**config.mk**
```make
export PLATFORM = sky130hd
export DESIGN_NAME = c_subset_tokenizer_unit
export DESIGN_NICKNAME = d
export VERILOG_FILES = /design/src/rtl/core/cst_pkg.sv /design/src/rtl/core/c_subset_tokenizer_unit.sv /design/src/rtl/core/cst_front.sv /design/src/rtl/core/cst_back.sv /design/src/rtl/core/cst_resq.sv
export SDC_FILE = /design/constraint.sdc
export NUM_CORES = 1
export LEC_CHECK = 0
export BUFFER_PORTS_ARGS = -buffer_cell sky130_fd_sc_hd__buf_4
export CAP_MARGIN = 10
export CORE_UTILIZATION = 37
export CTS_BUF_LIST = sky130_fd_sc_hd__clkbuf_4
export CTS_CLUSTER_SIZE = 10
export DETAILED_ROUTE_END_ITERATION = 6
export PLACE_DENSITY = 0.51
export SETUP_SLACK_MARGIN = 0.15
export SLEW_MARGIN = 20
export SYNTH_ARGS = -nofsm -noshare
export SYNTH_HDL_FRONTEND = slang
export SYNTH_SLANG_ARGS = --single-unit
```
**constraint.sdc**
```tcl
create_clock -name clk -period 6.7 [get_ports clk]
set_input_delay 1.005 -clock clk [delete_from_list [all_inputs] [get_ports clk]]
set_output_delay 1.005 -clock clk [all_outputs]
set_load 0.01 [all_outputs]
```
**src/rtl/core/cst_pkg.sv**
```systemverilog
// Shared types, codes and character tables of the C subset tokenizer.
package cst_pkg;

  // Character classes made by the front end
  typedef enum logic [3:0] {
    CL_ZERO,
    CL_SPACE,
    CL_NEWLINE,
    CL_ALPHA,
    CL_DIGIT,
    CL_LPAREN,
    CL_RPAREN,
    CL_LBRACE,
    CL_RBRACE,
    CL_SEMI,
    CL_TILDE,
    CL_MINUS,
    CL_SLASH,
    CL_STAR,
    CL_OTHER
  } char_class_t;

  typedef enum logic [3:0] {
    TK_IDENT  = 4'd0,
    TK_CONST  = 4'd1,
    TK_INT    = 4'd2,
    TK_VOID   = 4'd3,
    TK_RETURN = 4'd4,
    TK_LPAREN = 4'd5,
    TK_RPAREN = 4'd6,
    TK_LBRACE = 4'd7,
    TK_RBRACE = 4'd8,
    TK_SEMI   = 4'd9,
    TK_MINUS  = 4'd10,
    TK_TILDE  = 4'd11,
    TK_DEC    = 4'd12,
    TK_EOF    = 4'd13,
    TK_ERROR  = 4'd14
  } token_kind_t;

  typedef enum logic [1:0] {
    EC_NONE     = 2'd0,
    EC_INVALID  = 2'd1,
    EC_BADCONST = 2'd2,
    EC_UNTERM   = 2'd3
  } err_cause_t;

  typedef enum logic [2:0] {
    LM_IDLE,
    LM_MINUS,
    LM_SLASH,
    LM_LINECOM,
    LM_BLOCKCOM,
    LM_IDENT,
    LM_NUMBER,
    LM_ERROR
  } lex_mode_t;

  // Keyword matcher states
  localparam logic [3:0] KW_NONE         = 4'd0;
  localparam logic [3:0] KW_INT_START    = 4'd1;
  localparam logic [3:0] KW_INT_DONE     = 4'd3;
  localparam logic [3:0] KW_VOID_START   = 4'd4;
  localparam logic [3:0] KW_VOID_DONE    = 4'd7;
  localparam logic [3:0] KW_RETURN_START = 4'd8;
  localparam logic [3:0] KW_RETURN_DONE  = 4'd13;

  localparam logic [7:0] CH_NUL    = 8'h00;
  localparam logic [7:0] CH_NL     = 8'h0A;
  localparam logic [7:0] CH_SPACE  = 8'h20;
  localparam logic [7:0] CH_LPAREN = 8'h28;
  localparam logic [7:0] CH_RPAREN = 8'h29;
  localparam logic [7:0] CH_STAR   = 8'h2A;
  localparam logic [7:0] CH_MINUS  = 8'h2D;
  localparam logic [7:0] CH_SLASH  = 8'h2F;
  localparam logic [7:0] CH_SEMI   = 8'h3B;
  localparam logic [7:0] CH_LBRACE = 8'h7B;
  localparam logic [7:0] CH_RBRACE = 8'h7D;
  localparam logic [7:0] CH_TILDE  = 8'h7E;
  localparam logic [7:0] CH_LOW_I  = 8'h69;
  localparam logic [7:0] CH_LOW_V  = 8'h76;
  localparam logic [7:0] CH_LOW_R  = 8'h72;

  // Queue depths, powers of two
  localparam int BQ_DEPTH = 4;
  localparam int BQ_PTR_W = $clog2(BQ_DEPTH);
  localparam int BQ_CNT_W = $clog2(BQ_DEPTH + 1);
  localparam int RQ_DEPTH = 4;
  localparam int RQ_PTR_W = $clog2(RQ_DEPTH);
  localparam int RQ_CNT_W = $clog2(RQ_DEPTH + 1);

  function automatic char_class_t classify(logic [7:0] c);
    char_class_t cls;
    if (c == CH_NUL) begin
      cls = CL_ZERO;
    end else if (c == CH_NL) begin
      cls = CL_NEWLINE;
    end else if (c inside {[8'h09:8'h0D], CH_SPACE}) begin
      cls = CL_SPACE;
    end else if (c inside {[8'h61:8'h7A], [8'h41:8'h5A], 8'h5F}) begin
      cls = CL_ALPHA;
    end else if (c inside {[8'h30:8'h39]}) begin
      cls = CL_DIGIT;
    end else begin
      case (c)
        CH_LPAREN: cls = CL_LPAREN;
        CH_RPAREN: cls = CL_RPAREN;
        CH_LBRACE: cls = CL_LBRACE;
        CH_RBRACE: cls = CL_RBRACE;
        CH_SEMI:   cls = CL_SEMI;
        CH_TILDE:  cls = CL_TILDE;
        CH_MINUS:  cls = CL_MINUS;
        CH_SLASH:  cls = CL_SLASH;
        CH_STAR:   cls = CL_STAR;
        default:   cls = CL_OTHER;
      endcase
    end
    return cls;
  endfunction

  // Character that advances each keyword matcher state; zero means dead
  function automatic logic [7:0] kw_expect(logic [3:0] s);
    logic [7:0] c;
    case (s)
      4'd1:    c = 8'h6E;
      4'd2:    c = 8'h74;
      4'd4:    c = 8'h6F;
      4'd5:    c = 8'h69;
      4'd6:    c = 8'h64;
      4'd8:    c = 8'h65;
      4'd9:    c = 8'h74;
      4'd10:   c = 8'h75;
      4'd11:   c = 8'h72;
      4'd12:   c = 8'h6E;
      default: c = CH_NUL;
    endcase
    return c;
  endfunction

endpackage

```
**src/rtl/core/c_subset_tokenizer_unit.sv**
```systemverilog
// A byte is registered in the front queue, then its results in the result queue.
// Throughput: one byte per cycle; the lexer state is updated once for each byte taken,
// and a byte waits in the front queue only while the result queue lacks room for two.
// Reset (rst, synchronous) empties both queues, sets line and column to 1 and returns the
// lexer to the state between tokens; the terminator byte does all but empty the queues.
module c_subset_tokenizer_unit import cst_pkg::*; #(
  parameter int LINE_BITS  = 16,
  parameter int COL_BITS   = 16,
  parameter int VALUE_BITS = 32
) (
  input  logic                  clk,
  input  logic                  rst,
  input  logic [7:0]            char_byte,
  input  logic                  push,
  output logic                  full,
  output logic [3:0]            token_kind,
  output logic [1:0]            error_cause,
  output logic [LINE_BITS-1:0]  start_line,
  output logic [COL_BITS-1:0]   start_column,
  output logic [VALUE_BITS-1:0] const_value,
  output logic                  last_of_run,
  output logic                  empty,
  input  logic                  pop
);

  localparam int RES_W     = 7 + LINE_BITS + COL_BITS + VALUE_BITS;
  localparam int COL_LSB   = VALUE_BITS;
  localparam int LINE_LSB  = COL_LSB + COL_BITS;
  localparam int LAST_BIT  = LINE_LSB + LINE_BITS;
  localparam int CAUSE_LSB = LAST_BIT + 1;
  localparam int KIND_LSB  = CAUSE_LSB + 2;

  logic                 q_valid;
  logic                 q_take;
  char_class_t          q_cls;
  logic [7:0]           q_char;
  logic [LINE_BITS-1:0] q_line;
  logic [COL_BITS-1:0]  q_col;
  logic                 room;
  logic                 res0_valid;
  logic                 res1_valid;
  logic [RES_W-1:0]     res0;
  logic [RES_W-1:0]     res1;
  logic [RES_W-1:0]     head;

  cst_front #(
    .LINE_BITS (LINE_BITS),
    .COL_BITS  (COL_BITS)
  ) u_front (
    .clk       (clk),
    .rst       (rst),
    .char_byte (char_byte),
    .push      (push),
    .full      (full),
    .q_valid   (q_valid),
    .q_take    (q_take),
    .q_cls     (q_cls),
    .q_char    (q_char),
    .q_line    (q_line),
    .q_col     (q_col)
  );

  cst_back #(
    .LINE_BITS  (LINE_BITS),
    .COL_BITS   (COL_BITS),
    .VALUE_BITS (VALUE_BITS)
  ) u_back (
    .clk        (clk),
    .rst        (rst),
    .q_valid    (q_valid),
    .q_take     (q_take),
    .q_cls      (q_cls),
    .q_char     (q_char),
    .q_line     (q_line),
    .q_col      (q_col),
    .room       (room),
    .res0_valid (res0_valid),
    .res1_valid (res1_valid),
    .res0       (res0),
    .res1       (res1)
  );

  cst_resq #(
    .W (RES_W)
  ) u_resq (
    .clk       (clk),
    .rst       (rst),
    .in0_valid (res0_valid),
    .in1_valid (res1_valid),
    .in0       (res0),
    .in1       (res1),
    .room      (room),
    .empty     (empty),
    .pop       (pop),
    .dout      (head)
  );

  assign token_kind   = head[KIND_LSB +: 4];
  assign error_cause  = head[CAUSE_LSB +: 2];
  assign last_of_run  = head[LAST_BIT];
  assign start_line   = head[LINE_LSB +: LINE_BITS];
  assign start_column = head[COL_LSB +: COL_BITS];
  assign const_value  = head[0 +: VALUE_BITS];

endmodule

```
**src/rtl/core/cst_front.sv**
```systemverilog
// Front end: classifies input bytes, tracks line and column, queues items.
module cst_front import cst_pkg::*; #(
  parameter int LINE_BITS = 16,
  parameter int COL_BITS  = 16
) (
  input  logic                 clk,
  input  logic                 rst,
  input  logic [7:0]           char_byte,
  input  logic                 push,
  output logic                 full,
  output logic                 q_valid,
  input  logic                 q_take,
  output char_class_t          q_cls,
  output logic [7:0]           q_char,
  output logic [LINE_BITS-1:0] q_line,
  output logic [COL_BITS-1:0]  q_col
);

  logic [LINE_BITS-1:0] line;
  logic [LINE_BITS-1:0] line_next;
  logic [COL_BITS-1:0]  col;
  logic [COL_BITS-1:0]  col_next;

  char_class_t          ent_cls  [BQ_DEPTH];
  logic [7:0]           ent_char [BQ_DEPTH];
  logic [LINE_BITS-1:0] ent_line [BQ_DEPTH];
  logic [COL_BITS-1:0]  ent_col  [BQ_DEPTH];

  logic [BQ_PTR_W-1:0] wr_ptr;
  logic [BQ_PTR_W-1:0] rd_ptr;
  logic [BQ_CNT_W-1:0] count;

  logic        accept;
  logic        take;
  char_class_t in_cls;

  assign full    = (count == BQ_CNT_W'(BQ_DEPTH));
  assign q_valid = (count != '0);
  assign accept  = push && !full;
  assign take    = q_take && q_valid;
  assign in_cls  = classify(char_byte);

  // Position of the next byte; the terminator restarts at line 1, column 1
  always_comb begin
    line_next = line;
    col_next  = col;
    if (in_cls == CL_ZERO) begin
      line_next = LINE_BITS'(1);
      col_next  = COL_BITS'(1);
    end else if (in_cls == CL_NEWLINE) begin
      if (line != '1) begin
        line_next = line + LINE_BITS'(1);
      end
      col_next = COL_BITS'(1);
    end else if (col != '1) begin
      col_next = col + COL_BITS'(1);
    end
  end

  always_ff @(posedge clk) begin
    if (rst) begin
      line   <= LINE_BITS'(1);
      col    <= COL_BITS'(1);
      wr_ptr <= '0;
      rd_ptr <= '0;
      count  <= '0;
    end else begin
      if (accept) begin
        line   <= line_next;
        col    <= col_next;
        wr_ptr <= wr_ptr + BQ_PTR_W'(1);
      end
      if (take) begin
        rd_ptr <= rd_ptr + BQ_PTR_W'(1);
      end
      count <= count + BQ_CNT_W'(accept) - BQ_CNT_W'(take);
    end
  end

  always_ff @(posedge clk) begin
    if (accept) begin
      ent_cls[wr_ptr]  <= in_cls;
      ent_char[wr_ptr] <= char_byte;
      ent_line[wr_ptr] <= line;
      ent_col[wr_ptr]  <= col;
    end
  end

  assign q_cls  = ent_cls[rd_ptr];
  assign q_char = ent_char[rd_ptr];
  assign q_line = ent_line[rd_ptr];
  assign q_col  = ent_col[rd_ptr];

endmodule

```
**src/rtl/core/cst_back.sv**
```systemverilog
// Back end: lexer state machine, up to two results per item.
module cst_back import cst_pkg::*; #(
  parameter int LINE_BITS  = 16,
  parameter int COL_BITS   = 16,
  parameter int VALUE_BITS = 32,
  localparam int RES_W     = 7 + LINE_BITS + COL_BITS + VALUE_BITS
) (
  input  logic                 clk,
  input  logic                 rst,
  input  logic                 q_valid,
  output logic                 q_take,
  input  char_class_t          q_cls,
  input  logic [7:0]           q_char,
  input  logic [LINE_BITS-1:0] q_line,
  input  logic [COL_BITS-1:0]  q_col,
  input  logic                 room,
  output logic                 res0_valid,
  output logic                 res1_valid,
  output logic [RES_W-1:0]     res0,
  output logic [RES_W-1:0]     res1
);

  lex_mode_t             mode;
  lex_mode_t             mode_next;
  logic                  star_seen;
  logic                  star_seen_next;
  logic [3:0]            kw;
  logic [3:0]            kw_next;
  logic [VALUE_BITS-1:0] acc;
  logic [VALUE_BITS-1:0] acc_next;
  logic [LINE_BITS-1:0]  tok_line;
  logic [LINE_BITS-1:0]  tok_line_next;
  logic [COL_BITS-1:0]   tok_col;
  logic [COL_BITS-1:0]   tok_col_next;

  logic                  pre_v;
  token_kind_t           pre_kind;
  err_cause_t            pre_cause;
  logic [LINE_BITS-1:0]  pre_line;
  logic [COL_BITS-1:0]   pre_col;
  logic [VALUE_BITS-1:0] pre_val;
  logic                  tail_v;
  token_kind_t           tail_kind;
  err_cause_t            tail_cause;
  logic                  do_idle;

  logic                  is_alnum;
  logic [VALUE_BITS-1:0] digit;
  token_kind_t           word_kind;

  assign q_take   = q_valid && room;
  assign is_alnum = (q_cls == CL_ALPHA) || (q_cls == CL_DIGIT);
  assign digit    = VALUE_BITS'(q_char[3:0]);

  always_comb begin
    case (kw)
      KW_INT_DONE:    word_kind = TK_INT;
      KW_VOID_DONE:   word_kind = TK_VOID;
      KW_RETURN_DONE: word_kind = TK_RETURN;
      default:        word_kind = TK_IDENT;
    endcase
  end

  // Mode taken by a byte seen between tokens
  function automatic lex_mode_t idle_mode(char_class_t cls);
    lex_mode_t m;
    case (cls)
      CL_SPACE, CL_NEWLINE, CL_LPAREN, CL_RPAREN, CL_LBRACE,
      CL_RBRACE, CL_SEMI, CL_TILDE: m = LM_IDLE;
      CL_MINUS:                     m = LM_MINUS;
      CL_SLASH:                     m = LM_SLASH;
      CL_ALPHA:                     m = LM_IDENT;
      CL_DIGIT:                     m = LM_NUMBER;
      default:                      m = LM_ERROR;
    endcase
    return m;
  endfunction

  // Next state
  always_comb begin
    mode_next = mode;
    if (q_cls == CL_ZERO) begin
      mode_next = LM_IDLE;
    end else begin
      case (mode)
        LM_IDLE: mode_next = idle_mode(q_cls);
        LM_MINUS: begin
          mode_next = (q_cls == CL_MINUS) ? LM_IDLE : idle_mode(q_cls);
        end
        LM_SLASH: begin
          if (q_cls == CL_SLASH) begin
            mode_next = LM_LINECOM;
          end else if (q_cls == CL_STAR) begin
            mode_next = LM_BLOCKCOM;
          end else begin
            mode_next = LM_ERROR;
          end
        end
        LM_LINECOM: begin
          if (q_cls == CL_NEWLINE) begin
            mode_next = LM_IDLE;
          end
        end
        LM_BLOCKCOM: begin
          if (star_seen && (q_cls == CL_SLASH)) begin
            mode_next = LM_IDLE;
          end
        end
        LM_IDENT: begin
          if (!is_alnum) begin
            mode_next = idle_mode(q_cls);
          end
        end
        LM_NUMBER: begin
          if (q_cls == CL_ALPHA) begin
            mode_next = LM_ERROR;
          end else if (q_cls != CL_DIGIT) begin
            mode_next = idle_mode(q_cls);
          end
        end
        LM_ERROR: mode_next = LM_ERROR;
        default:  mode_next = LM_IDLE;
      endcase
    end
  end

  // Results and datapath; pre is the token closed by this byte, tail the one the byte itself makes
  always_comb begin
    pre_v          = 1'b0;
    pre_kind       = TK_IDENT;
    pre_cause      = EC_NONE;
    pre_line       = tok_line;
    pre_col        = tok_col;
    pre_val        = '0;
    tail_v         = 1'b0;
    tail_kind      = TK_EOF;
    tail_cause     = EC_NONE;
    do_idle        = 1'b0;
    star_seen_next = star_seen;
    kw_next        = kw;
    acc_next       = acc;
    tok_line_next  = tok_line;
    tok_col_next   = tok_col;

    if (q_cls == CL_ZERO) begin
      case (mode)
        LM_IDENT: begin
          pre_v    = 1'b1;
          pre_kind = word_kind;
        end
        LM_NUMBER: begin
          pre_v    = 1'b1;
          pre_kind = TK_CONST;
          pre_val  = acc;
        end
        LM_MINUS: begin
          pre_v    = 1'b1;
          pre_kind = TK_MINUS;
        end
        LM_SLASH: begin
          pre_v     = 1'b1;
          pre_kind  = TK_ERROR;
          pre_cause = EC_INVALID;
        end
        LM_BLOCKCOM: begin
          pre_v     = 1'b1;
          pre_kind  = TK_ERROR;
          pre_cause = EC_UNTERM;
          pre_line  = q_line;
          pre_col   = q_col;
        end
        default: ;
      endcase
      tail_v         = 1'b1;
      tail_kind      = TK_EOF;
      star_seen_next = 1'b0;
      kw_next        = KW_NONE;
      acc_next       = '0;
      tok_line_next  = LINE_BITS'(1);
      tok_col_next   = COL_BITS'(1);
    end else begin
      case (mode)
        LM_IDLE: do_idle = 1'b1;
        LM_MINUS: begin
          pre_v = 1'b1;
          if (q_cls == CL_MINUS) begin
            pre_kind = TK_DEC;
          end else begin
            pre_kind = TK_MINUS;
            do_idle  = 1'b1;
          end
        end
        LM_SLASH: begin
          if (q_cls == CL_STAR) begin
            star_seen_next = 1'b0;
          end else if (q_cls != CL_SLASH) begin
            pre_v     = 1'b1;
            pre_kind  = TK_ERROR;
            pre_cause = EC_INVALID;
          end
        end
        LM_BLOCKCOM: begin
          if (star_seen && (q_cls == CL_SLASH)) begin
            star_seen_next = 1'b0;
          end else begin
            star_seen_next = (q_cls == CL_STAR);
          end
        end
        LM_IDENT: begin
          if (is_alnum) begin
            kw_next = (kw_expect(kw) == q_char) ? kw + 4'd1 : KW_NONE;
          end else begin
            pre_v    = 1'b1;
            pre_kind = word_kind;
            do_idle  = 1'b1;
          end
        end
        LM_NUMBER: begin
          if (q_cls == CL_DIGIT) begin
            acc_next = (acc << 3) + (acc << 1) + digit;
          end else if (q_cls == CL_ALPHA) begin
            pre_v     = 1'b1;
            pre_kind  = TK_ERROR;
            pre_cause = EC_BADCONST;
          end else begin
            pre_v    = 1'b1;
            pre_kind = TK_CONST;
            pre_val  = acc;
            do_idle  = 1'b1;
          end
        end
        default: ;
      endcase

      if (do_idle) begin
        case (q_cls)
          CL_SPACE, CL_NEWLINE: ;
          CL_LPAREN: begin
            tail_v    = 1'b1;
            tail_kind = TK_LPAREN;
          end
          CL_RPAREN: begin
            tail_v    = 1'b1;
            tail_kind = TK_RPAREN;
          end
          CL_LBRACE: begin
            tail_v    = 1'b1;
            tail_kind = TK_LBRACE;
          end
          CL_RBRACE: begin
            tail_v    = 1'b1;
            tail_kind = TK_RBRACE;
          end
          CL_SEMI: begin
            tail_v    = 1'b1;
            tail_kind = TK_SEMI;
          end
          CL_TILDE: begin
            tail_v    = 1'b1;
            tail_kind = TK_TILDE;
          end
          CL_MINUS, CL_SLASH: begin
            tok_line_next = q_line;
            tok_col_next  = q_col;
          end
          CL_ALPHA: begin
            tok_line_next = q_line;
            tok_col_next  = q_col;
            if (q_char == CH_LOW_I) begin
              kw_next = KW_INT_START;
            end else if (q_char == CH_LOW_V) begin
              kw_next = KW_VOID_START;
            end else if (q_char == CH_LOW_R) begin
              kw_next = KW_RETURN_START;
            end else begin
              kw_next = KW_NONE;
            end
          end
          CL_DIGIT: begin
            tok_line_next = q_line;
            tok_col_next  = q_col;
            acc_next      = digit;
          end
          default: begin
            tail_v     = 1'b1;
            tail_kind  = TK_ERROR;
            tail_cause = EC_INVALID;
          end
        endcase
      end
    end

    // Pack: the earlier result goes first, last_of_run on the final one
    res0_valid = q_take && (pre_v || tail_v);
    res1_valid = q_take && pre_v && tail_v;
    res1       = {tail_kind, tail_cause, 1'b1, q_line, q_col, VALUE_BITS'(0)};
    if (pre_v) begin
      res0 = {pre_kind, pre_cause, !tail_v, pre_line, pre_col, pre_val};
    end else begin
      res0 = res1;
    end
  end

  always_ff @(posedge clk) begin
    if (rst) begin
      mode      <= LM_IDLE;
      star_seen <= 1'b0;
      kw        <= KW_NONE;
      acc       <= '0;
      tok_line  <= LINE_BITS'(1);
      tok_col   <= COL_BITS'(1);
    end else if (q_take) begin
      mode      <= mode_next;
      star_seen <= star_seen_next;
      kw        <= kw_next;
      acc       <= acc_next;
      tok_line  <= tok_line_next;
      tok_col   <= tok_col_next;
    end
  end

endmodule

```
**src/rtl/core/cst_resq.sv**
```systemverilog
// Result queue: takes up to two results a cycle, hands out one.
module cst_resq import cst_pkg::*; #(
  parameter int W = 8
) (
  input  logic         clk,
  input  logic         rst,
  input  logic         in0_valid,
  input  logic         in1_valid,
  input  logic [W-1:0] in0,
  input  logic [W-1:0] in1,
  output logic         room,
  output logic         empty,
  input  logic         pop,
  output logic [W-1:0] dout
);

  logic [W-1:0]        mem [RQ_DEPTH];
  logic [RQ_PTR_W-1:0] wr_ptr;
  logic [RQ_PTR_W-1:0] rd_ptr;
  logic [RQ_CNT_W-1:0] count;
  logic                take;

  // Room means space for the two results one item may bring
  assign room  = (count <= RQ_CNT_W'(RQ_DEPTH - 2));
  assign empty = (count == '0);
  assign take  = pop && !empty;
  assign dout  = mem[rd_ptr];

  always_ff @(posedge clk) begin
    if (rst) begin
      wr_ptr <= '0;
      rd_ptr <= '0;
      count  <= '0;
    end else begin
      wr_ptr <= wr_ptr + RQ_PTR_W'(in0_valid) + RQ_PTR_W'(in1_valid);
      if (take) begin
        rd_ptr <= rd_ptr + RQ_PTR_W'(1);
      end
      count <= count + RQ_CNT_W'(in0_valid) + RQ_CNT_W'(in1_valid) - RQ_CNT_W'(take);
    end
  end

  always_ff @(posedge clk) begin
    if (in0_valid) begin
      mem[wr_ptr] <= in0;
    end
    if (in1_valid) begin
      mem[wr_ptr + RQ_PTR_W'(1)] <= in1;
    end
  end

endmodule
```
==> flow_summary.toml <==
[status]
status = "complete, no violations"

[sta]
whs_ns = 0.298
hold_violations = 0
final_max_slew_viol_count = 0
fmax_mhz = 197
rsz0062_at_grt = "false"
finClkSkew_ns = 0.0798
setup_violations = 0
tightest_slew_ns = 0.998
slew_headroom_pct = 33.3
post-route-min-period_ns = 5.06
period_share_pct = 75.6
setup_tns_ns = 0

[cells_and_area]
drive_above_1_share_pct = 23.4
synthToLayoutAreaGrowth_pct = 13.8
final_common_cell = "edfxtp_1"
fill_cells = 6856
ff_latch_area_sq_um = 15000
nNetsFinal = 2378
final_cell_mix = "edfxtp_1 (324), dfxtp_1 (260), clkbuf_4 (255)"
multi_input_area_sq_um = 11500

[yosys]
ys_dominant_reg_cell = "edfxtp_1"
synth_top_area_share_pct = 35.6
ys_ff_latch = 588
synth_nets = 2241
yosys-top-cells-area = "edfxtp_1 (36%), dfxtp_1 (19%), mux4_2 (9.3%)"
yosys.area.top_type = "edfxtp_1"
yosysUniqueCellTypes = 80
synth-xor-area-share_pct = 2.05
ys_seq_area_share_pct = 55.0
ys_warn_count = 0
synth_compound_area_share_pct = 16.4
syn_area_per_cell_sq_um = 12.8
netlist_area_sq_um = 27300
synth_edf_count = 324
syn_inst = 2140
synthSimpleGateAreaFrac_pct = 8.25
synth_top_family_by_area = "compound AO/OA/AOI/OAI gates"
synth_adder_area_share_pct = 4.24
muxShareOfSynthArea_pct = 10.9
async_flop_share_pct = 0

[clocking]
cts.repair.resized = 0
clock-sinks = 588
cts_tree = "done"
cts_hold_buf = 0
clk_latency_ns = 1.04
post_cts_buffers = 0
clk_transition_reported_paths_ns = 0.06
clockBufferDepth = 3
cts_inserted_buffers = 160
htree_levels = 4
cts_root_buf = "clkbuf_4"

[worst_setup_path]
arrival_ns = 5.67
crit_buf_inv = 7
r2r_end = "u_resq.mem[3][70]"
cp-start-kind = "register"
crit_chain = "mux4_2 -> inv_1 -> ha_1 -> inv_1 -> nor3_2 -> buf_4 -> a221o_1 -> a21o_1 -> nand2_4 -> inv_4 -> and3_1 -> buf_4 -> nor2_4 -> inv_1 -> buf_4"
crit_end = "u_resq.mem[3][70]"
crit_required_ns = 7.31
cp_slowest_cell = "mux4_2"
path_depth = 15
path_delay_family = "buffers and inverters"
end_kind = "register"
cp_max_fo = 37
path_class = "register to register"
reg2regPathDepth = 15
r2r_slack_ns = 1.64
cpPeakStageDelay_ns = 0.58

[power_and_ir_drop]
ir_drop_mv = 0.230
power_density_nw_per_um2 = 368
cellLeakagePower_nw = 11.2

[placement]
dp_hpwl_um = 43900
port_buffers = 84
gp_congestion = 0.850

[global_routing]
grtUsageTotal_pct = 19.9
grt_antenna_before_repair = 2
grt_overflow = 0
grt_pass1_wl_um = 114000
first_global_vias = 19700
grt_max_degree = 129

[drt]
drt_iter0_markers = 1349
via_per_inst = 5.70
num_vias = 19200
ant_nets = 0
drc = 0
wl_per_cell_um = 21.8
drt-pass1-iter-count = 5
drt-total-wl_um = 73500

[floorplan]
dieWidth_um = 274
dieHeight_um = 274
coreArea_sq_um = 73000
initial_core_util_pct = 37.4
dieArea_sq_um = 74900
rows = 99
pin_count = 85

[hold_path]
min_path_type = "input port to register"

[flow_run]
maxCapViolations = 0
==> worst reg2reg max path, cell delays in order, from the launching register on <==
cell and delay [ns]:
dfxtp_4 0.50, mux4_2 0.59, inv_1 0.10, ha_1 0.56
inv_1 0.28, nor3_2 0.47, buf_4 0.28, a221o_1 0.22
a21o_1 0.18, nand2_4 0.12, inv_4 0.13, and3_1 0.16
buf_4 0.43, nor2_4 0.08, inv_1 0.07, buf_4 0.53
==> through the flow <==
step / area [sq um] / worst slack (ns) / power (mW) / instances / util (%)
after floorplan: 27300 / 1.22 / 6.83 / 2140 / -
after global placement: 28800 / 1.70 / 8.14 / 3073 / 39.5
after detailed placement: 28800 / 1.62 / 8.19 / 3073 / 39.5
after CTS: 31000 / 1.61 / 11.6 / 3367 / 42.5
after global routing: 31100 / 1.25 / 12.1 / 3372 / 42.6
final: 31100 / 1.64 / 11.4 / 3372 / 42.6
==> worst min-delay path by stage <==
| stage | start | to | slack, ns | depth (start not counted) |
|---|---|---|---|---|
| finish | char_byte[7] | u_front.ent_char[1][7] | 0.30 | 1 |
| global placement | u_resq.mem[1][17] | u_resq.mem[1][17] | 0.44 | 1 |
| detailed placement | u_resq.mem[1][31] | u_resq.mem[1][31] | 0.45 | 1 |
| floorplan | u_resq.mem[3][64] | u_resq.mem[3][64] | 0.42 | 2 |
| global route | char_byte[7] | u_front.ent_char[1][7] | 0.21 | 1 |
| CTS | char_byte[7] | u_front.ent_char[3][7] | 0.19 | 1 |
==> kinds of logic after synthesis <==
group	after synthesis
and+or+nand+nor	461
muxes	155
xor gates and xnor gates	64
AOI/OAI and AO/OA	584
buffers and inverters	199
DFF	588
adders and majority gates	89
==> layer usage <==
layer | vias to the layer above | routed length (um) | global-route usage, % | part of all wire, %
li1 | 8817 | - | - | -
met1 | 9686 | 32500 | 25.7 | 44
met2 | 596 | 35100 | 32.3 | 48
met3 | 120 | 4350 | 4.73 | 5.9
met4 | 0 | 1540 | 7.42 | 2.1
met5 | - | 0 | 0 | 0
==> state kept, by name, summed over array words and instances (netlist names), 32 cells and up, named ones only <==
| register | count |
|---|---|
| u_front.ent_line | 64 |
| u_resq.mem | 284 |
| u_back.acc | 32 |
| u_front.ent_col | 64 |
| u_front.ent_char | 32 |
==> power breakdown <==
part           switching [mW]  internal (mW)  total [mW]
logic                    2.29           1.26        3.55
clock network            1.58           1.76        3.34
registers               0.271           4.28        4.55
==> synth_stat cells, types with 47 or more instances <==
| cell type | instances |
|---|---|
| edfxtp_1 | 324 |
| clkbuf_1 | 80 |
| ha_1 | 83 |
| o21ai_0 | 77 |
| inv_1 | 47 |
| a21oi_1 | 77 |
| nand2_1 | 108 |
| nor2_1 | 156 |
| a22o_1 | 109 |
| a32o_1 | 131 |
| mux4_2 | 113 |
| a22oi_1 | 54 |
| dfxtp_1 | 264 |
==> area by class of cell <==
cell class                      instances  share of cell area (%)
Antenna cell                            4                  0.0322
Timing Repair Buffer                  122                    3.05
Clock buffer                          255                    6.16
Inverter                               52                   0.636
Sequential cell                       588                    48.4
Multi-Input combinational cell       1353                    37.0
Clock inverter                         39                   0.886
Tap cell                              959                    3.86
No activity file was read; power rests on OpenSTA's default activity.
